### src/rtl/core/sbpd_pkg.sv
// Shared types and constants for the single-button PWM dimmer.
// No dependencies; imported by every module of the block.
package sbpd_pkg;

    localparam logic [7:0]  LEVEL_MAX     = 8'd254;
    localparam logic [7:0]  LEVEL_MIN     = 8'd1;
    localparam logic [4:0]  DUTY_BITS_MAX = 5'd20;
    localparam logic [15:0] HOLD_SAT      = 16'hFFFF;

    localparam int DUTY_W = 20;
    localparam int PROD_W = 28;
    localparam int DIV_SHIFT = 34;
    // ceil(2^34 / 127): exact floor division by 127 for 27-bit dividends
    localparam logic [27:0] DIV_MULT = 28'd135274561;

    localparam int ADDR_W = 5;

    localparam logic [2:0] REG_ACTIVE_HIGH = 3'd0;
    localparam logic [2:0] REG_LONG_TICKS  = 3'd1;
    localparam logic [2:0] REG_RAMP_STEP   = 3'd2;
    localparam logic [2:0] REG_DEF_LEVEL   = 3'd3;
    localparam logic [2:0] REG_DUTY_BITS   = 3'd4;

    localparam logic        RST_ACTIVE_HIGH = 1'b0;
    localparam logic [15:0] RST_LONG_TICKS  = 16'd20;
    localparam logic [7:0]  RST_RAMP_STEP   = 8'd5;
    localparam logic [7:0]  RST_DEF_LEVEL   = 8'd128;
    localparam logic [4:0]  RST_DUTY_BITS   = 5'd13;
    localparam logic [7:0]  RST_BRIGHT      = 8'd128;

    typedef enum logic [1:0] {
        CMD_POLL  = 2'd0,
        CMD_ON    = 2'd1,
        CMD_OFF   = 2'd2,
        CMD_LEVEL = 2'd3
    } cmd_t;

    typedef struct packed {
        logic        button_active_high;
        logic [15:0] long_press_ticks;
        logic [7:0]  ramp_step;
        logic [7:0]  start_level;
        logic [4:0]  duty_bits;
    } cfg_t;

    // Per-request outcome of the state update
    typedef struct packed {
        logic       wr;
        logic [7:0] wlvl;
        logic       fade;
        logic       lamp_on;
        logic [7:0] level;
        logic       notify;
    } res_t;

endpackage

### src/rtl/core/sbpd_regs.sv
// APB-style configuration register file for the dimmer.
// Depends on sbpd_pkg for register indexes and reset values.
module sbpd_regs
    import sbpd_pkg::*;
(
    input  logic              clk,
    input  logic              rst_n,
    input  logic              psel,
    input  logic              penable,
    input  logic              pwrite,
    input  logic [ADDR_W-1:0] paddr,
    input  logic [31:0]       pwdata,
    output logic [31:0]       prdata,
    output cfg_t              cfg
);

    cfg_t       cfg_reg;
    cfg_t       cfg_next;
    logic [2:0] idx;
    logic       wr_en;

    assign idx   = paddr[4:2];
    assign wr_en = psel && penable && pwrite;
    assign cfg   = cfg_reg;

    always_comb
    begin
        cfg_next = cfg_reg;
        if (wr_en)
        begin
            unique case (idx)
                REG_ACTIVE_HIGH: cfg_next.button_active_high = pwdata[0];
                REG_LONG_TICKS:  cfg_next.long_press_ticks   = pwdata[15:0];
                REG_RAMP_STEP:   cfg_next.ramp_step          = pwdata[7:0];
                REG_DEF_LEVEL:   cfg_next.start_level        = pwdata[7:0];
                REG_DUTY_BITS:   cfg_next.duty_bits          = pwdata[4:0];
                default:         cfg_next = cfg_reg;
            endcase
        end
    end

    always_comb
    begin
        unique case (idx)
            REG_ACTIVE_HIGH: prdata = {31'd0, cfg_reg.button_active_high};
            REG_LONG_TICKS:  prdata = {16'd0, cfg_reg.long_press_ticks};
            REG_RAMP_STEP:   prdata = {24'd0, cfg_reg.ramp_step};
            REG_DEF_LEVEL:   prdata = {24'd0, cfg_reg.start_level};
            REG_DUTY_BITS:   prdata = {27'd0, cfg_reg.duty_bits};
            default:         prdata = 32'd0;
        endcase
    end

    always_ff @(posedge clk or negedge rst_n)
    begin
        if (!rst_n)
        begin
            cfg_reg.button_active_high <= RST_ACTIVE_HIGH;
            cfg_reg.long_press_ticks   <= RST_LONG_TICKS;
            cfg_reg.ramp_step          <= RST_RAMP_STEP;
            cfg_reg.start_level        <= RST_DEF_LEVEL;
            cfg_reg.duty_bits          <= RST_DUTY_BITS;
        end
        else
        begin
            cfg_reg <= cfg_next;
        end
    end

endmodule

### src/rtl/core/sbpd_state.sv
// Lamp state update: button tracking, long-press ramp, remote commands.
// Depends on sbpd_pkg; registers one res_t per request.
module sbpd_state
    import sbpd_pkg::*;
(
    input  logic       clk,
    input  logic       rst_n,
    input  cfg_t       cfg,
    input  logic       in_valid,
    output logic       in_ready,
    input  cmd_t       cmd,
    input  logic       button_sample,
    input  logic [7:0] new_level,
    output logic       out_valid,
    input  logic       out_ready,
    output res_t       res
);

    logic        on_reg, on_next;
    logic [7:0]  bright_reg, bright_next;
    logic        pressed_reg, pressed_next;
    logic        long_reg, long_next;
    logic        up_reg, up_next;
    logic [15:0] hold_reg, hold_next;
    logic        vld_reg, vld_next;
    res_t        res_reg, res_next;

    logic              take;
    logic              cur;
    logic [15:0]       hold_inc;
    logic [7:0]        bl_on;
    logic [7:0]        base;
    logic signed [9:0] nl;
    logic [7:0]        nl_c;
    logic              up_t;
    logic [7:0]        set_lvl;

    assign in_ready  = !vld_reg || out_ready;
    assign take      = in_valid && in_ready;
    assign out_valid = vld_reg;
    assign res       = res_reg;

    always_comb
    begin
        cur      = (button_sample == cfg.button_active_high);
        hold_inc = (hold_reg != HOLD_SAT) ? hold_reg + 16'd1 : hold_reg;
        bl_on    = (bright_reg == 8'd0) ? cfg.start_level : bright_reg;
        base     = (!long_reg && !on_reg) ? bl_on : bright_reg;
        nl       = up_reg ? $signed({2'b00, base}) + $signed({2'b00, cfg.ramp_step})
                          : $signed({2'b00, base}) - $signed({2'b00, cfg.ramp_step});
        up_t     = up_reg;
        if (nl >= $signed({2'b00, LEVEL_MAX}))
        begin
            nl_c = LEVEL_MAX;
            up_t = 1'b0;
        end
        else if (nl <= $signed({2'b00, LEVEL_MIN}))
        begin
            nl_c = LEVEL_MIN;
            up_t = 1'b1;
        end
        else
        begin
            nl_c = nl[7:0];
        end
        set_lvl = (new_level > LEVEL_MAX) ? LEVEL_MAX : new_level;
    end

    always_comb
    begin
        on_next      = on_reg;
        bright_next  = bright_reg;
        pressed_next = pressed_reg;
        long_next    = long_reg;
        up_next      = up_reg;
        hold_next    = hold_reg;
        res_next     = '0;

        unique case (cmd)
            CMD_POLL:
            begin
                if (cur && !pressed_reg)
                begin
                    pressed_next = 1'b1;
                    long_next    = 1'b0;
                    hold_next    = 16'd0;
                end
                else if (cur && pressed_reg)
                begin
                    hold_next = hold_inc;
                    if (hold_inc >= cfg.long_press_ticks)
                    begin
                        long_next = 1'b1;
                        // lamp is switched on only when the press first turns long
                        if (!long_reg)
                        begin
                            on_next = 1'b1;
                        end
                        bright_next     = nl_c;
                        up_next         = up_t;
                        res_next.wr     = on_next;
                        res_next.wlvl   = nl_c;
                        res_next.notify = 1'b1;
                    end
                end
                else if (!cur && pressed_reg)
                begin
                    pressed_next = 1'b0;
                    if (long_reg)
                    begin
                        up_next = !up_reg;
                    end
                    else if (on_reg)
                    begin
                        on_next         = 1'b0;
                        res_next.wr     = 1'b1;
                        res_next.fade   = 1'b1;
                        res_next.notify = 1'b1;
                    end
                    else
                    begin
                        on_next         = 1'b1;
                        bright_next     = bl_on;
                        res_next.wr     = 1'b1;
                        res_next.wlvl   = bl_on;
                        res_next.fade   = 1'b1;
                        res_next.notify = 1'b1;
                    end
                end
            end
            CMD_ON:
            begin
                on_next         = 1'b1;
                bright_next     = bl_on;
                res_next.wr     = 1'b1;
                res_next.wlvl   = bl_on;
                res_next.fade   = 1'b1;
                res_next.notify = 1'b1;
            end
            CMD_OFF:
            begin
                on_next         = 1'b0;
                res_next.wr     = 1'b1;
                res_next.fade   = 1'b1;
                res_next.notify = 1'b1;
            end
            CMD_LEVEL:
            begin
                bright_next     = set_lvl;
                res_next.notify = 1'b1;
                if (on_reg)
                begin
                    res_next.wr = 1'b1;
                    if (set_lvl == 8'd0)
                    begin
                        on_next       = 1'b0;
                        res_next.fade = 1'b1;
                    end
                    else
                    begin
                        res_next.wlvl = set_lvl;
                    end
                end
            end
        endcase

        res_next.lamp_on = on_next;
        res_next.level   = bright_next;
        vld_next         = take || (vld_reg && !out_ready);
    end

    always_ff @(posedge clk or negedge rst_n)
    begin
        if (!rst_n)
        begin
            on_reg      <= 1'b0;
            bright_reg  <= RST_BRIGHT;
            pressed_reg <= 1'b0;
            long_reg    <= 1'b0;
            up_reg      <= 1'b1;
            hold_reg    <= 16'd0;
            vld_reg     <= 1'b0;
        end
        else
        begin
            vld_reg <= vld_next;
            if (take)
            begin
                on_reg      <= on_next;
                bright_reg  <= bright_next;
                pressed_reg <= pressed_next;
                long_reg    <= long_next;
                up_reg      <= up_next;
                hold_reg    <= hold_next;
            end
        end
    end

    always_ff @(posedge clk)
    begin
        if (take)
        begin
            res_reg <= res_next;
        end
    end

endmodule

### src/rtl/core/sbpd_duty.sv
// Level-to-duty scaling pipeline and result register.
// Depends on sbpd_pkg; duty = level * (2^bits - 1) / 254 via reciprocal multiply.
module sbpd_duty
    import sbpd_pkg::*;
(
    input  logic              clk,
    input  logic              rst_n,
    input  logic [4:0]        duty_bits,
    input  logic              in_valid,
    output logic              in_ready,
    input  res_t              in_res,
    output logic              out_valid,
    input  logic              out_ready,
    output logic [DUTY_W-1:0] duty,
    output res_t              out_res
);

    logic              v2_reg, v3_reg, v4_reg;
    logic              rdy2, rdy3, rdy4;
    logic              ld2, ld3, ld4;
    res_t              res2_reg, res3_reg, res4_reg;
    logic [PROD_W-1:0] prod_reg, prod_next;
    logic [DUTY_W-1:0] q_reg, q_next;
    logic [DUTY_W-1:0] duty_reg, duty_next;

    logic [4:0]        bits;
    logic [DUTY_W-1:0] full;
    logic [7:0]        lvl_c;
    logic [54:0]       scaled;

    assign rdy4     = !v4_reg || out_ready;
    assign rdy3     = !v3_reg || rdy4;
    assign rdy2     = !v2_reg || rdy3;
    assign in_ready = rdy2;
    assign ld2      = in_valid && rdy2;
    assign ld3      = v2_reg && rdy3;
    assign ld4      = v3_reg && rdy4;

    assign out_valid = v4_reg;
    assign duty      = duty_reg;
    assign out_res   = res4_reg;

    always_comb
    begin
        bits      = (duty_bits > DUTY_BITS_MAX) ? DUTY_BITS_MAX : duty_bits;
        full      = DUTY_W'((21'd1 << bits) - 21'd1);
        lvl_c     = (in_res.wlvl > LEVEL_MAX) ? LEVEL_MAX : in_res.wlvl;
        prod_next = PROD_W'(lvl_c) * PROD_W'(full);
        // floor(x / 254) = floor(floor(x / 2) / 127)
        scaled    = 55'(prod_reg[PROD_W-1:1]) * 55'(DIV_MULT);
        q_next    = scaled[DIV_SHIFT+DUTY_W-1:DIV_SHIFT];
        duty_next = res3_reg.wr ? q_reg : duty_reg;
    end

    always_ff @(posedge clk or negedge rst_n)
    begin
        if (!rst_n)
        begin
            v2_reg   <= 1'b0;
            v3_reg   <= 1'b0;
            v4_reg   <= 1'b0;
            duty_reg <= '0;
        end
        else
        begin
            if (rdy2)
            begin
                v2_reg <= in_valid;
            end
            if (rdy3)
            begin
                v3_reg <= v2_reg;
            end
            if (rdy4)
            begin
                v4_reg <= v3_reg;
            end
            if (ld4)
            begin
                duty_reg <= duty_next;
            end
        end
    end

    always_ff @(posedge clk)
    begin
        if (ld2)
        begin
            res2_reg <= in_res;
            prod_reg <= prod_next;
        end
        if (ld3)
        begin
            res3_reg <= res2_reg;
            q_reg    <= q_next;
        end
        if (ld4)
        begin
            res4_reg <= res3_reg;
        end
    end

endmodule

### src/rtl/core/single_button_pwm_dimmer.sv
// Top level of the single-button PWM dimmer: input register, state update,
// duty pipeline and APB register file. Depends on sbpd_pkg, sbpd_regs,
// sbpd_state and sbpd_duty.
//
//   port group   dir   payload
//   s_*          in    tuser: cmd[1:0]; tdata: button_sample, new_level
//   m_*          out   tdata: duty, fade, lamp_on, level, notify
//   p*           in    APB register writes and reads, 5 registers
//
// One request per cycle sustained while m_tready holds high; each result is
// registered in turn by the state, product, quotient and output registers
// behind the input register.
// The product and reciprocal multiply of the duty scaling set the depth.
// Reset clears lamp state to off, level 128, ramp upward; registers to defaults.
// Each stage advances when the next one is empty or moving, so a stalled
// result still leaves room for new requests until the pipeline is full.
module single_button_pwm_dimmer
    import sbpd_pkg::*;
(
    input  logic              clk,
    input  logic              rst_n,
    input  logic              s_tvalid,
    output logic              s_tready,
    input  logic [15:0]       s_tdata,   // [0] button_sample, [8:1] new_level
    input  logic [1:0]        s_tuser,   // [1:0] cmd
    output logic              m_tvalid,
    input  logic              m_tready,
    output logic [31:0]       m_tdata,   // [19:0] duty, [20] fade, [21] lamp_on,
                                         // [29:22] level, [30] notify
    input  logic              psel,
    input  logic              penable,
    input  logic              pwrite,
    input  logic [ADDR_W-1:0] paddr,
    input  logic [31:0]       pwdata,
    output logic [31:0]       prdata,
    output logic              pready
);

    cfg_t              cfg;
    logic              v0_reg;
    cmd_t              cmd_reg;
    logic              sample_reg;
    logic [7:0]        level_in_reg;
    logic              st_ready;
    logic              st_valid;
    res_t              st_res;
    logic              du_ready;
    logic [DUTY_W-1:0] duty;
    res_t              out_res;
    logic              take;

    assign pready   = 1'b1;
    assign s_tready = !v0_reg || st_ready;
    assign take     = s_tvalid && s_tready;

    always_ff @(posedge clk or negedge rst_n)
    begin
        if (!rst_n)
        begin
            v0_reg <= 1'b0;
        end
        else if (s_tready)
        begin
            v0_reg <= s_tvalid;
        end
    end

    always_ff @(posedge clk)
    begin
        if (take)
        begin
            cmd_reg      <= cmd_t'(s_tuser);
            sample_reg   <= s_tdata[0];
            level_in_reg <= s_tdata[8:1];
        end
    end

    sbpd_regs u_regs (
        .clk     (clk),
        .rst_n   (rst_n),
        .psel    (psel),
        .penable (penable),
        .pwrite  (pwrite),
        .paddr   (paddr),
        .pwdata  (pwdata),
        .prdata  (prdata),
        .cfg     (cfg)
    );

    sbpd_state u_state (
        .clk           (clk),
        .rst_n         (rst_n),
        .cfg           (cfg),
        .in_valid      (v0_reg),
        .in_ready      (st_ready),
        .cmd           (cmd_reg),
        .button_sample (sample_reg),
        .new_level     (level_in_reg),
        .out_valid     (st_valid),
        .out_ready     (du_ready),
        .res           (st_res)
    );

    sbpd_duty u_duty (
        .clk       (clk),
        .rst_n     (rst_n),
        .duty_bits (cfg.duty_bits),
        .in_valid  (st_valid),
        .in_ready  (du_ready),
        .in_res    (st_res),
        .out_valid (m_tvalid),
        .out_ready (m_tready),
        .duty      (duty),
        .out_res   (out_res)
    );

    assign m_tdata = {1'b0, out_res.notify, out_res.level, out_res.lamp_on,
                      out_res.fade, duty};

endmodule
### config.mk
export PLATFORM = sky130hd
export DESIGN_NAME = single_button_pwm_dimmer
export DESIGN_NICKNAME = d
export VERILOG_FILES = /design/src/rtl/core/sbpd_pkg.sv /design/src/rtl/core/sbpd_regs.sv /design/src/rtl/core/sbpd_state.sv /design/src/rtl/core/sbpd_duty.sv /design/src/rtl/core/single_button_pwm_dimmer.sv
export SDC_FILE = /design/constraint.sdc
export NUM_CORES = 1
export LEC_CHECK = 0
export BUFFER_PORTS_ARGS = -buffer_cell sky130_fd_sc_hd__buf_4
export CAP_MARGIN = 20
export CORE_MARGIN = 5
export CORE_UTILIZATION = 40
export DETAILED_ROUTE_END_ITERATION = 7
export PLACE_DENSITY = 0.59
export SYNTH_ARGS = -nofsm -noshare
export SYNTH_HDL_FRONTEND = slang
export SYNTH_HIERARCHICAL = 1
export SYNTH_SLANG_ARGS = --single-unit
### constraint.sdc
create_clock -name clk -period 6.9 [get_ports clk]
set_input_delay 2.07 -clock clk [delete_from_list [all_inputs] [get_ports clk]]
set_output_delay 2.07 -clock clk [all_outputs]
set_load 0.005 [all_outputs]
==> summary.txt, run 1 <==
Synthesis
  – Post-Synthesis Cells: 2,022
  – Synthesized area: 0.0200 mm²
  – Synth Area per Inst: 9.91 µm²
  – Synth warnings: 6

Timing
  – F_max: 153 MHz
  – Hold Fails Final Rpt: 0
  – RSZ-0062 raised after global routing: no
  – Worst slew pin tran: 0.880 ns
  – Final setup vio count: 0
  – Slew Viols, Final: 0
  – Fin crit share: 94.6%
  – Final setup TNS: 0 ns
  – Fin crit period: 6.53 ns
  – Rel. slew slack: 41.3%
  – Setup Skew: 0.0276 ns

Worst setup path
  – CP max stage delay: 0.57 ns
  – Crit-path slowest cell: dfstp_2
  – R2R setup slack: 0.37 ns
  – Crit. End Element: flop
  – Critical path launch point type: flop
  – CP most frequent cell: fa_1
  – Critical path arrival: 6.82 ns
  – CP cell instances: inv_1 > nand3_1 > ha_2 > nor3_2 > mux2i_1 > o21ai_1 > buf_4 > and2_1 > fa_1 > fa_1 > inv_1 > fa_1 > inv_1 > fa_1 > ha_1 > a21oi_1 > a21boi_1 > o31ai_2 > a2111oi_2 > o31ai_2 > o2111ai_1 > a2111oi_2 > o21bai_1 > xnor2_1
  – CP Data Required Time: 7.19 ns
  – Crit-path max FO: 8
  – R2R cell count: 24
  – WS Path Type: flop to flop

CTS
  – CTS tree: done
  – Clock root buffer: clkbuf_16
  – Clk_lat worst skew: 0.55 ns
  – Num CTS Buffers: 25
  – Clock tree sinks: 204
  – Clk buf depth: 3
  – Post-CTS repair timing setup buffer count: 0
  – Max H-tree Level: 1
  – Clk slew on worst S/H paths: 0.06 ns
  – Hold Buf Count CTS: 0

Job
  – Max-Cap Viols: 0

Place
  – Dpl hpwl: 36,800 µm
  – Routability cong.: 0.890
  – Input/output buffers: 85

Detailed routing
  – DRT Wirelength: 46,100 µm
  – Starting DRT DRC Count: 829
  – Detailed Routing Iterations Pass 1: 5
  – Mean number of vias per cell: 5.19
  – Via count: 14,500
  – Post-route ant nets: 0
  – Residual DRC count: 0
  – Routed len/inst: 16.5 µm

Cells and area
  – Antenna diode count: 0
  – Commonest cells after routing, fill and taps aside: 282 x inv_1, 238 x ha_1, 148 x fa_1
  – Leading cell type in the layout, fill and taps excluded: inv_1
  – Register area: 0.00568 mm²
  – Fill count: 4,820
  – Area Overhead vs Synth: 10.9%
  – Post-layout nets: 2,545
  – Multi-input gate area: 0.0129 mm²
  – Share of cells above drive strength 1: 13.4%
  – Max reg flops: 38

Global route
  – Grt ovf: 0
  – Wire length of the first global-routing pass: 76,400 µm
  – Pin count of the biggest net entering global routing: 67
  – Vias in the first global route: 14,800
  – Overall routing resource usage: 16.9%
  – Antenna violations before repair: 0

Hold path
  – Min-Delay Path Class: flop to flop
  – Worst Hold Depth: 0

Floorplan
  – Initial Utilization: 40.2%
  – Die height: 234 µm
  – # rows: 82
  – Die area: 0.0547 mm²
  – Core Region: 0.0499 mm²
  – Die width: 234 µm
  – Ports: 129

Run status
  – Status: completed
[area by class of cell]
class,count,area share (%)
well taps,672,3.78
clock buffers,35,3.22
repair buffers,114,3.92
inverters,283,4.78
multi-input cells,1468,58.2
clock inverters,11,0.507
flip-flops and latches,204,25.6
[worst paths after layout]
path                                    startpoint                  end
max in group asynchronous                    rst_n       u_regs/cfg[37]
worst max-delay path                 u_regs/cfg[0]  u_duty/prod_reg[27]
worst max register to register       u_regs/cfg[0]  u_duty/prod_reg[27]
min in group asynchronous                    rst_n     u_duty/out_valid
worst min-delay path            u_duty/res3_reg[7]    u_duty/out_res[7]
worst min register to register  u_duty/res3_reg[7]    u_duty/out_res[7]
[per-stage QoR]
| stage | worst slack [ns] | cell area (µm²) | hold slack, ns | utilization (%) | std cells |
|---|---|---|---|---|---|
| floorplan | 0.0890 | 20100 | 0.400 | - | 2037 |
| finish | 0.371 | 22200 | 0.416 | 44.6 | 2787 |
| CTS | 0.00499 | 22200 | 0.416 | 44.4 | 2785 |
| global route | 0.0413 | 22200 | 0.424 | 44.6 | 2787 |
| detailed placement | 0.0126 | 21300 | 0.405 | 42.8 | 2739 |
| global placement | 0.179 | 21300 | 0.406 | 42.8 | 2738 |
[repair_timing]
action                                 4_1_cts  5_1_grt
endpoints found under the hold margin        0        0
setup endpoints to repair                    0        6
resized for setup                            0        7
[worst max-delay path, delay by kind of cell, from the launching register on]
family / cells / cell delay, ns
buffers and inverters: 4 / 0.36
DFF: 1 / 0.57
adders and majority gates: 6 / 2.69
xor gates and xnor gates: 1 / 0.13
muxes: 1 / 0.15
AOI/OAI and AO/OA: 9 / 1.99
and+or+nand+nor: 3 / 0.38
[layer usage]
layer / share of wire [%] / wire (µm) / vias up / GRT usage (%)
li1: - / - / 7008 / -
met1: 46 / 21000 / 7118 / 22.9
met2: 49 / 22400 / 293 / 29.4
met3: 4.0 / 1840 / 56 / 2.03
met4: 1.8 / 823 / 0 / 3.23
met5: 0 / 0 / - / 0
Power of run 1 is left out: the tool's default activity adds up to more than one toggle a clock period on the data nets, which glitch-free logic cannot reach.
==> inputs of run 2 (changes only) <==
ABC_AREA = 1   (was unset)
PLACE_DENSITY = 0.58   (was 0.59)
==> summary.txt, run 2 <==
Run status
  – Status: completed (unchanged)

Cells and area
  – Leading cell type in the layout, fill and taps excluded: nand2_1 (was inv_1)
  – Max reg flops: 38 (unchanged)
  – Fill count: 5,283 (was 4,820)
  – Multi-input gate area: 0.0134 mm² (was 0.0129 mm²)
  – Commonest cells after routing, fill and taps aside: 569 x nand2_1, 466 x inv_1, 286 x nor2_1 (was 282 x inv_1, 238 x ha_1, 148 x fa_1)
  – Area Overhead vs Synth: 10.5% (was 10.9%)
  – Share of cells above drive strength 1: 8.61% (was 13.4%)
  – Antenna diode count: 0 (unchanged)
  – Post-layout nets: 3,183 (was 2,545)
  – Register area: 0.00568 mm² (unchanged)

Detailed routing
  – Starting DRT DRC Count: 1,032 (was 829)
  – Routed len/inst: 16.8 µm (was 16.5 µm)
  – Via count: 17,300 (was 14,500)
  – Mean number of vias per cell: 5.03 (was 5.19)
  – Post-route ant nets: 0 (unchanged)
  – DRT Wirelength: 57,800 µm (was 46,100 µm)
  – Detailed Routing Iterations Pass 1: 5 (unchanged)
  – Residual DRC count: 0 (unchanged)

Place
  – Routability cong.: 0.982 (was 0.890)
  – Input/output buffers: 85 (unchanged)
  – Dpl hpwl: 47,900 µm (was 36,800 µm)

Worst setup path
  – Critical path's top delay family: adder cells (unchanged)
  – CP most frequent cell: fa_1 (unchanged)
  – CP Data Required Time: 7.19 ns (about the same)
  – Critical path arrival: 6.75 ns (was 6.82 ns)
  – Critical Path End: u_duty/prod_reg[24] (was u_duty/prod_reg[27])
  – Reg2reg start: u_regs/cfg[0] (unchanged)
  – CP max stage delay: 0.58 ns (was 0.57 ns)
  – Critical path launch point type: flop (unchanged)
  – Worst reg2reg path endpoint: u_duty/prod_reg[24] (was u_duty/prod_reg[27])
  – Crit-path slowest cell: dfstp_2 (unchanged)
  – R2R setup slack: 0.43 ns (was 0.37 ns)
  – Crit-path max FO: 7 (was 8)
  – WP depth: 28 (was 24)
  – Critical Path Source: u_regs/cfg[0] (unchanged)
  – WS Path Type: flop to flop (unchanged)
  – R2R cell count: 28 (was 24)
  – Critical path buffers and inverters: 3 (was 4)
  – Crit. End Element: flop (unchanged)

CTS
  – Clock tree sinks: 204 (unchanged)
  – Hold Buf Count CTS: 0 (unchanged)
  – CTS tree: done (unchanged)
  – Clock root buffer: clkbuf_16 (unchanged)
  – Max H-tree Level: 1 (unchanged)
  – Clk_lat worst skew: 0.54 ns (was 0.55 ns)
  – Clk slew on worst S/H paths: 0.06 ns (about the same)
  – Num CTS Buffers: 25 (unchanged)
  – Clk buf depth: 3 (unchanged)

Hold path
  – Min-Delay Path Class: flop to flop (unchanged)

Floorplan
  – Initial Utilization: 40.3% (was 40.2%)
  – Core Region: 0.0524 mm² (was 0.0499 mm²)
  – Ports: 129 (unchanged)
  – Die width: 240 µm (was 234 µm)
  – Die height: 240 µm (was 234 µm)
  – Die area: 0.0575 mm² (was 0.0547 mm²)
  – # rows: 84 (was 82)

Synthesis
  – Synthesized area: 0.0211 mm² (was 0.0200 mm²)
  – Post-Synthesis Cells: 2,649 (was 2,022)
  – Synth Area per Inst: 7.98 µm² (was 9.91 µm²)
  – Synth warnings: 6 (unchanged)

Timing
  – Slew Viols, Final: 0 (unchanged)
  – RSZ-0062 raised after global routing: no (unchanged)
  – Fin crit period: 6.47 ns (was 6.53 ns)
  – Worst slew pin tran: 0.876 ns (was 0.880 ns)
  – Rel. slew slack: 41.0% (was 41.3%)
  – Setup Skew: 0.0134 ns (was 0.0276 ns)
  – Fin crit share: 93.7% (was 94.6%)
  – Final setup vio count: 0 (unchanged)
  – F_max: 155 MHz (was 153 MHz)
  – Hold Fails Final Rpt: 0 (unchanged)
  – Final setup TNS: 0 ns (unchanged)

Job
  – Max-Cap Viols: 0 (unchanged)

Global route
  – Wire length of the first global-routing pass: 93,800 µm (was 76,400 µm)
  – Met3 GRT Util: 2.21% (was 2.03%)
  – Met2 global-route usage: 33.5% (was 29.4%)
  – Overall routing resource usage: 20.1% (was 16.9%)
  – Pin count of the biggest net entering global routing: 54 (was 67)
  – Antenna violations before repair: 2 (was 0)
  – Top Usage Layer GRT: met2 (unchanged)
  – Grt met1 use: 28.3% (was 22.9%)
  – Grt ovf: 0 (unchanged)
  – Vias in the first global route: 17,800 (was 14,800)
-- run 2: timing repair --
item                                    in CTS  in global routing
endpoints found under the setup margin       0                 12
gates resized for setup                      0                 10
setup buffers                                0                  4
-- run 2: cell type report --
type	instances	share of cell area [%]
Clock inverter	9	0.327
Sequential cell	204	24.3
Timing Repair Buffer	105	3.46
Tap cell	688	3.69
Clock buffer	37	3.09
Inverter	478	7.70
Multi-Input combinational cell	1920	57.4
-- run 2: routing by layer --
layer / part of all wire (%) / vias up
met5: 0.023 / -
met4: 2.5 / 2
met3: 4.1 / 89
met2: 46 / 423
met1: 47 / 8166
li1: - / 8642
-- run 2: per-stage QoR --
step / hold slack, ns / worst slack, ns / instance area [µm²] / util [%] / std cells
2_1_floorplan: 0.400 / 1.06 / 21200 / - / 2664
3_3_place_gp: 0.401 / 0.330 / 22400 / 42.8 / 3390
3_5_place_dp: 0.405 / 0.192 / 22400 / 42.8 / 3390
4_1_cts: 0.419 / 0.199 / 23200 / 44.3 / 3436
5_1_grt: 0.419 / 0.00712 / 23300 / 44.5 / 3441
6_report: 0.417 / 0.432 / 23300 / 44.5 / 3441
-- run 2: worst min-delay path by stage --
stage / start / end / slack [ns] / cells after the start
CTS: u_duty/res3_reg[9] / u_duty/out_res[9] / 0.42 / 0
global placement: u_state/res[7] / u_duty/res2_reg[7] / 0.40 / 0
finish: u_duty/res3_reg[9] / u_duty/out_res[9] / 0.42 / 0
floorplan: u_duty/res3_reg[0] / u_duty/out_res[0] / 0.40 / 0
detailed placement: u_duty/res3_reg[9] / u_duty/out_res[9] / 0.40 / 0
global route: u_duty/res3_reg[10] / u_duty/out_res[10] / 0.42 / 0
Power of run 2 is left out for the same reason.
==> inputs of run 3 (changes only) <==
MAX_ROUTING_LAYER = met4   (was unset)
PLACE_DENSITY = unset   (was 0.58)
PLACE_DENSITY_LB_ADDON = 0.1   (was unset)
==> summary.txt, run 3 (synthesis results as in run 2) <==
CTS
  – Clock root buffer: clkbuf_16 (unchanged)
  – Clk buf depth: 3 (unchanged)
  – Resized Gates After CTS: 0 (unchanged)
  – Clk_lat worst skew: 0.58 ns (was 0.54 ns)
  – CTS tree: done (unchanged)
  – Num CTS Buffers: 26 (was 25)
  – Clock tree sinks: 204 (unchanged)
  – Clk slew on worst S/H paths: 0.06 ns (about the same)
  – Hold Buf Count CTS: 0 (unchanged)
  – Max H-tree Level: 1 (unchanged)
  – Post-CTS repair timing setup buffer count: 0 (unchanged)

Detailed routing
  – Routed len/inst: 17.4 µm (was 16.8 µm)
  – Mean number of vias per cell: 5.05 (was 5.03)
  – Residual DRC count: 0 (unchanged)
  – Starting DRT DRC Count: 1,140 (was 1,032)
  – Post-route ant nets: 0 (unchanged)
  – Detailed Routing Iterations Pass 1: 6 (was 5)
  – Via count: 17,400 (was 17,300)
  – DRT Wirelength: 60,200 µm (was 57,800 µm)

Floorplan
  – Die area: 0.0575 mm² (unchanged)
  – # rows: 84 (unchanged)
  – Die height: 240 µm (unchanged)
  – Die width: 240 µm (unchanged)
  – Core Region: 0.0524 mm² (unchanged)
  – Ports: 129 (unchanged)
  – Initial Utilization: 40.3% (unchanged)

Hold path
  – Hold wc startpoint: u_state/res[4] (was u_duty/res3_reg[9])
  – Min-Delay Path Class: flop to flop (unchanged)

Timing
  – Slew Viols, Final: 0 (unchanged)
  – Setup Skew: 0.0518 ns (was 0.0134 ns)
  – Fin crit share: 92.2% (was 93.7%)
  – RSZ-0062 raised after global routing: no (unchanged)
  – Final setup TNS: 0 ns (unchanged)
  – Hold Fails Final Rpt: 0 (unchanged)
  – Fin crit period: 6.36 ns (was 6.47 ns)
  – Rel. slew slack: 39.3% (was 41.0%)
  – Worst slew pin tran: 0.908 ns (was 0.876 ns)
  – Final setup vio count: 0 (unchanged)
  – F_max: 157 MHz (was 155 MHz)

Global route
  – Vias in the first global route: 17,800 (about the same)
  – Pin count of the biggest net entering global routing: 49 (was 54)
  – Antenna violations before repair: 2 (unchanged)
  – Grt ovf: 0 (unchanged)
  – Overall routing resource usage: 21.6% (was 20.1%)
  – Grt met1 use: 30.9% (was 28.3%)
  – Met3 GRT Util: 2.07% (was 2.21%)
  – Met2 global-route usage: 33.3% (was 33.5%)
  – Top Usage Layer GRT: met2 (unchanged)
  – Wire length of the first global-routing pass: 96,800 µm (was 93,800 µm)

Place
  – Input/output buffers: 85 (unchanged)
  – Routability cong.: 0.935 (was 0.982)
  – Dpl hpwl: 49,600 µm (was 47,900 µm)

Cells and area
  – Multi-input gate area: 0.0134 mm² (about the same)
  – Post-layout nets: 3,189 (was 3,183)
  – Leading cell type in the layout, fill and taps excluded: nand2_1 (unchanged)
  – Fill count: 5,261 (was 5,283)
  – Register area: 0.00568 mm² (unchanged)
  – Area Overhead vs Synth: 11.2% (was 10.5%)
  – Max reg flops: 38 (unchanged)
  – Share of cells above drive strength 1: 8.91% (was 8.61%)
  – Commonest cells after routing, fill and taps aside: 571 x nand2_1, 466 x inv_1, 287 x nor2_1 (was 569 x nand2_1, 466 x inv_1, 286 x nor2_1)

Worst setup path
  – Reg2reg start: u_regs/cfg[2] (was u_regs/cfg[0])
  – Critical path launch point type: flop (unchanged)
  – Critical Path Source: u_regs/cfg[2] (was u_regs/cfg[0])
  – Critical path arrival: 6.63 ns (was 6.75 ns)
  – WS Path Type: flop to flop (unchanged)
  – Crit-path max FO: 7 (unchanged)
  – CP Data Required Time: 7.17 ns (was 7.19 ns)
  – Crit. End Element: flop (unchanged)

Job
  – Max-Cap Viols: 0 (unchanged)

Run status
  – Status: completed (unchanged)
[run 3: final timing paths]
check,endpoint,slack (ns),depth (start not counted)
setup / recovery,u_duty/prod_reg[21],0.54,26
max in group asynchronous,u_duty/duty[4],4.26,2
setup reg to reg,u_duty/prod_reg[21],0.54,26
hold / removal,u_duty/res2_reg[4],0.39,0
min in group asynchronous,u_regs/cfg[34],1.49,1
hold reg to reg,u_duty/res2_reg[4],0.39,0
[run 3: through the flow]
stage	instances	hold WS, ns	utilization, %	setup slack [ns]	cell area, µm²
final	3449	0.386	44.8	0.539	23500
after global routing	3448	0.412	44.8	0.0348	23500
after CTS	3447	0.383	44.7	0.263	23500
after detailed placement	3399	0.405	42.9	0.357	22500
after global placement	3399	0.404	42.9	0.423	22500
after floorplan	2664	0.400	-	1.06	21200
[run 3: critical path, stage by stage (launching register included)]
cell and delay [ns]:
dfstp_2 0.54, inv_2 0.06, nor2_1 0.18, o21ai_4 0.11, nand2_1 0.16, nor3_2 0.07, nand2_1 0.09, ha_1 0.19
inv_1 0.08, nor2_2 0.13, nand2_1 0.10, nor2_4 0.19, nand3_2 0.13, xor2_2 0.33, nor2_1 0.11, fa_1 0.50
fa_1 0.53, fa_1 0.54, inv_1 0.05, fa_1 0.52, inv_1 0.04, ha_1 0.34, nand2_1 0.12, nor4_1 0.43
nand2_1 0.09, o211ai_1 0.30, xor2_1 0.10
[run 3: area by class of cell]
class	count	share of cell area, %
tap	688	3.66
antenna	1	0.0106
clock inverter	14	0.761
sequential	204	24.2
timing repair buffer	110	3.55
clock buffer	34	3.29
multi-input combinational	1920	56.9
inverter	478	7.64
[run 3: metal layers]
| metal | up-vias | wire, µm |
|---|---|---|
| met5 | - | 0 |
| met4 | 0 | 1430 |
| met3 | 85 | 2550 |
| met2 | 382 | 26800 |
| met1 | 8299 | 29400 |
| li1 | 8648 | - |
Power of run 3 is left out for the same reason.
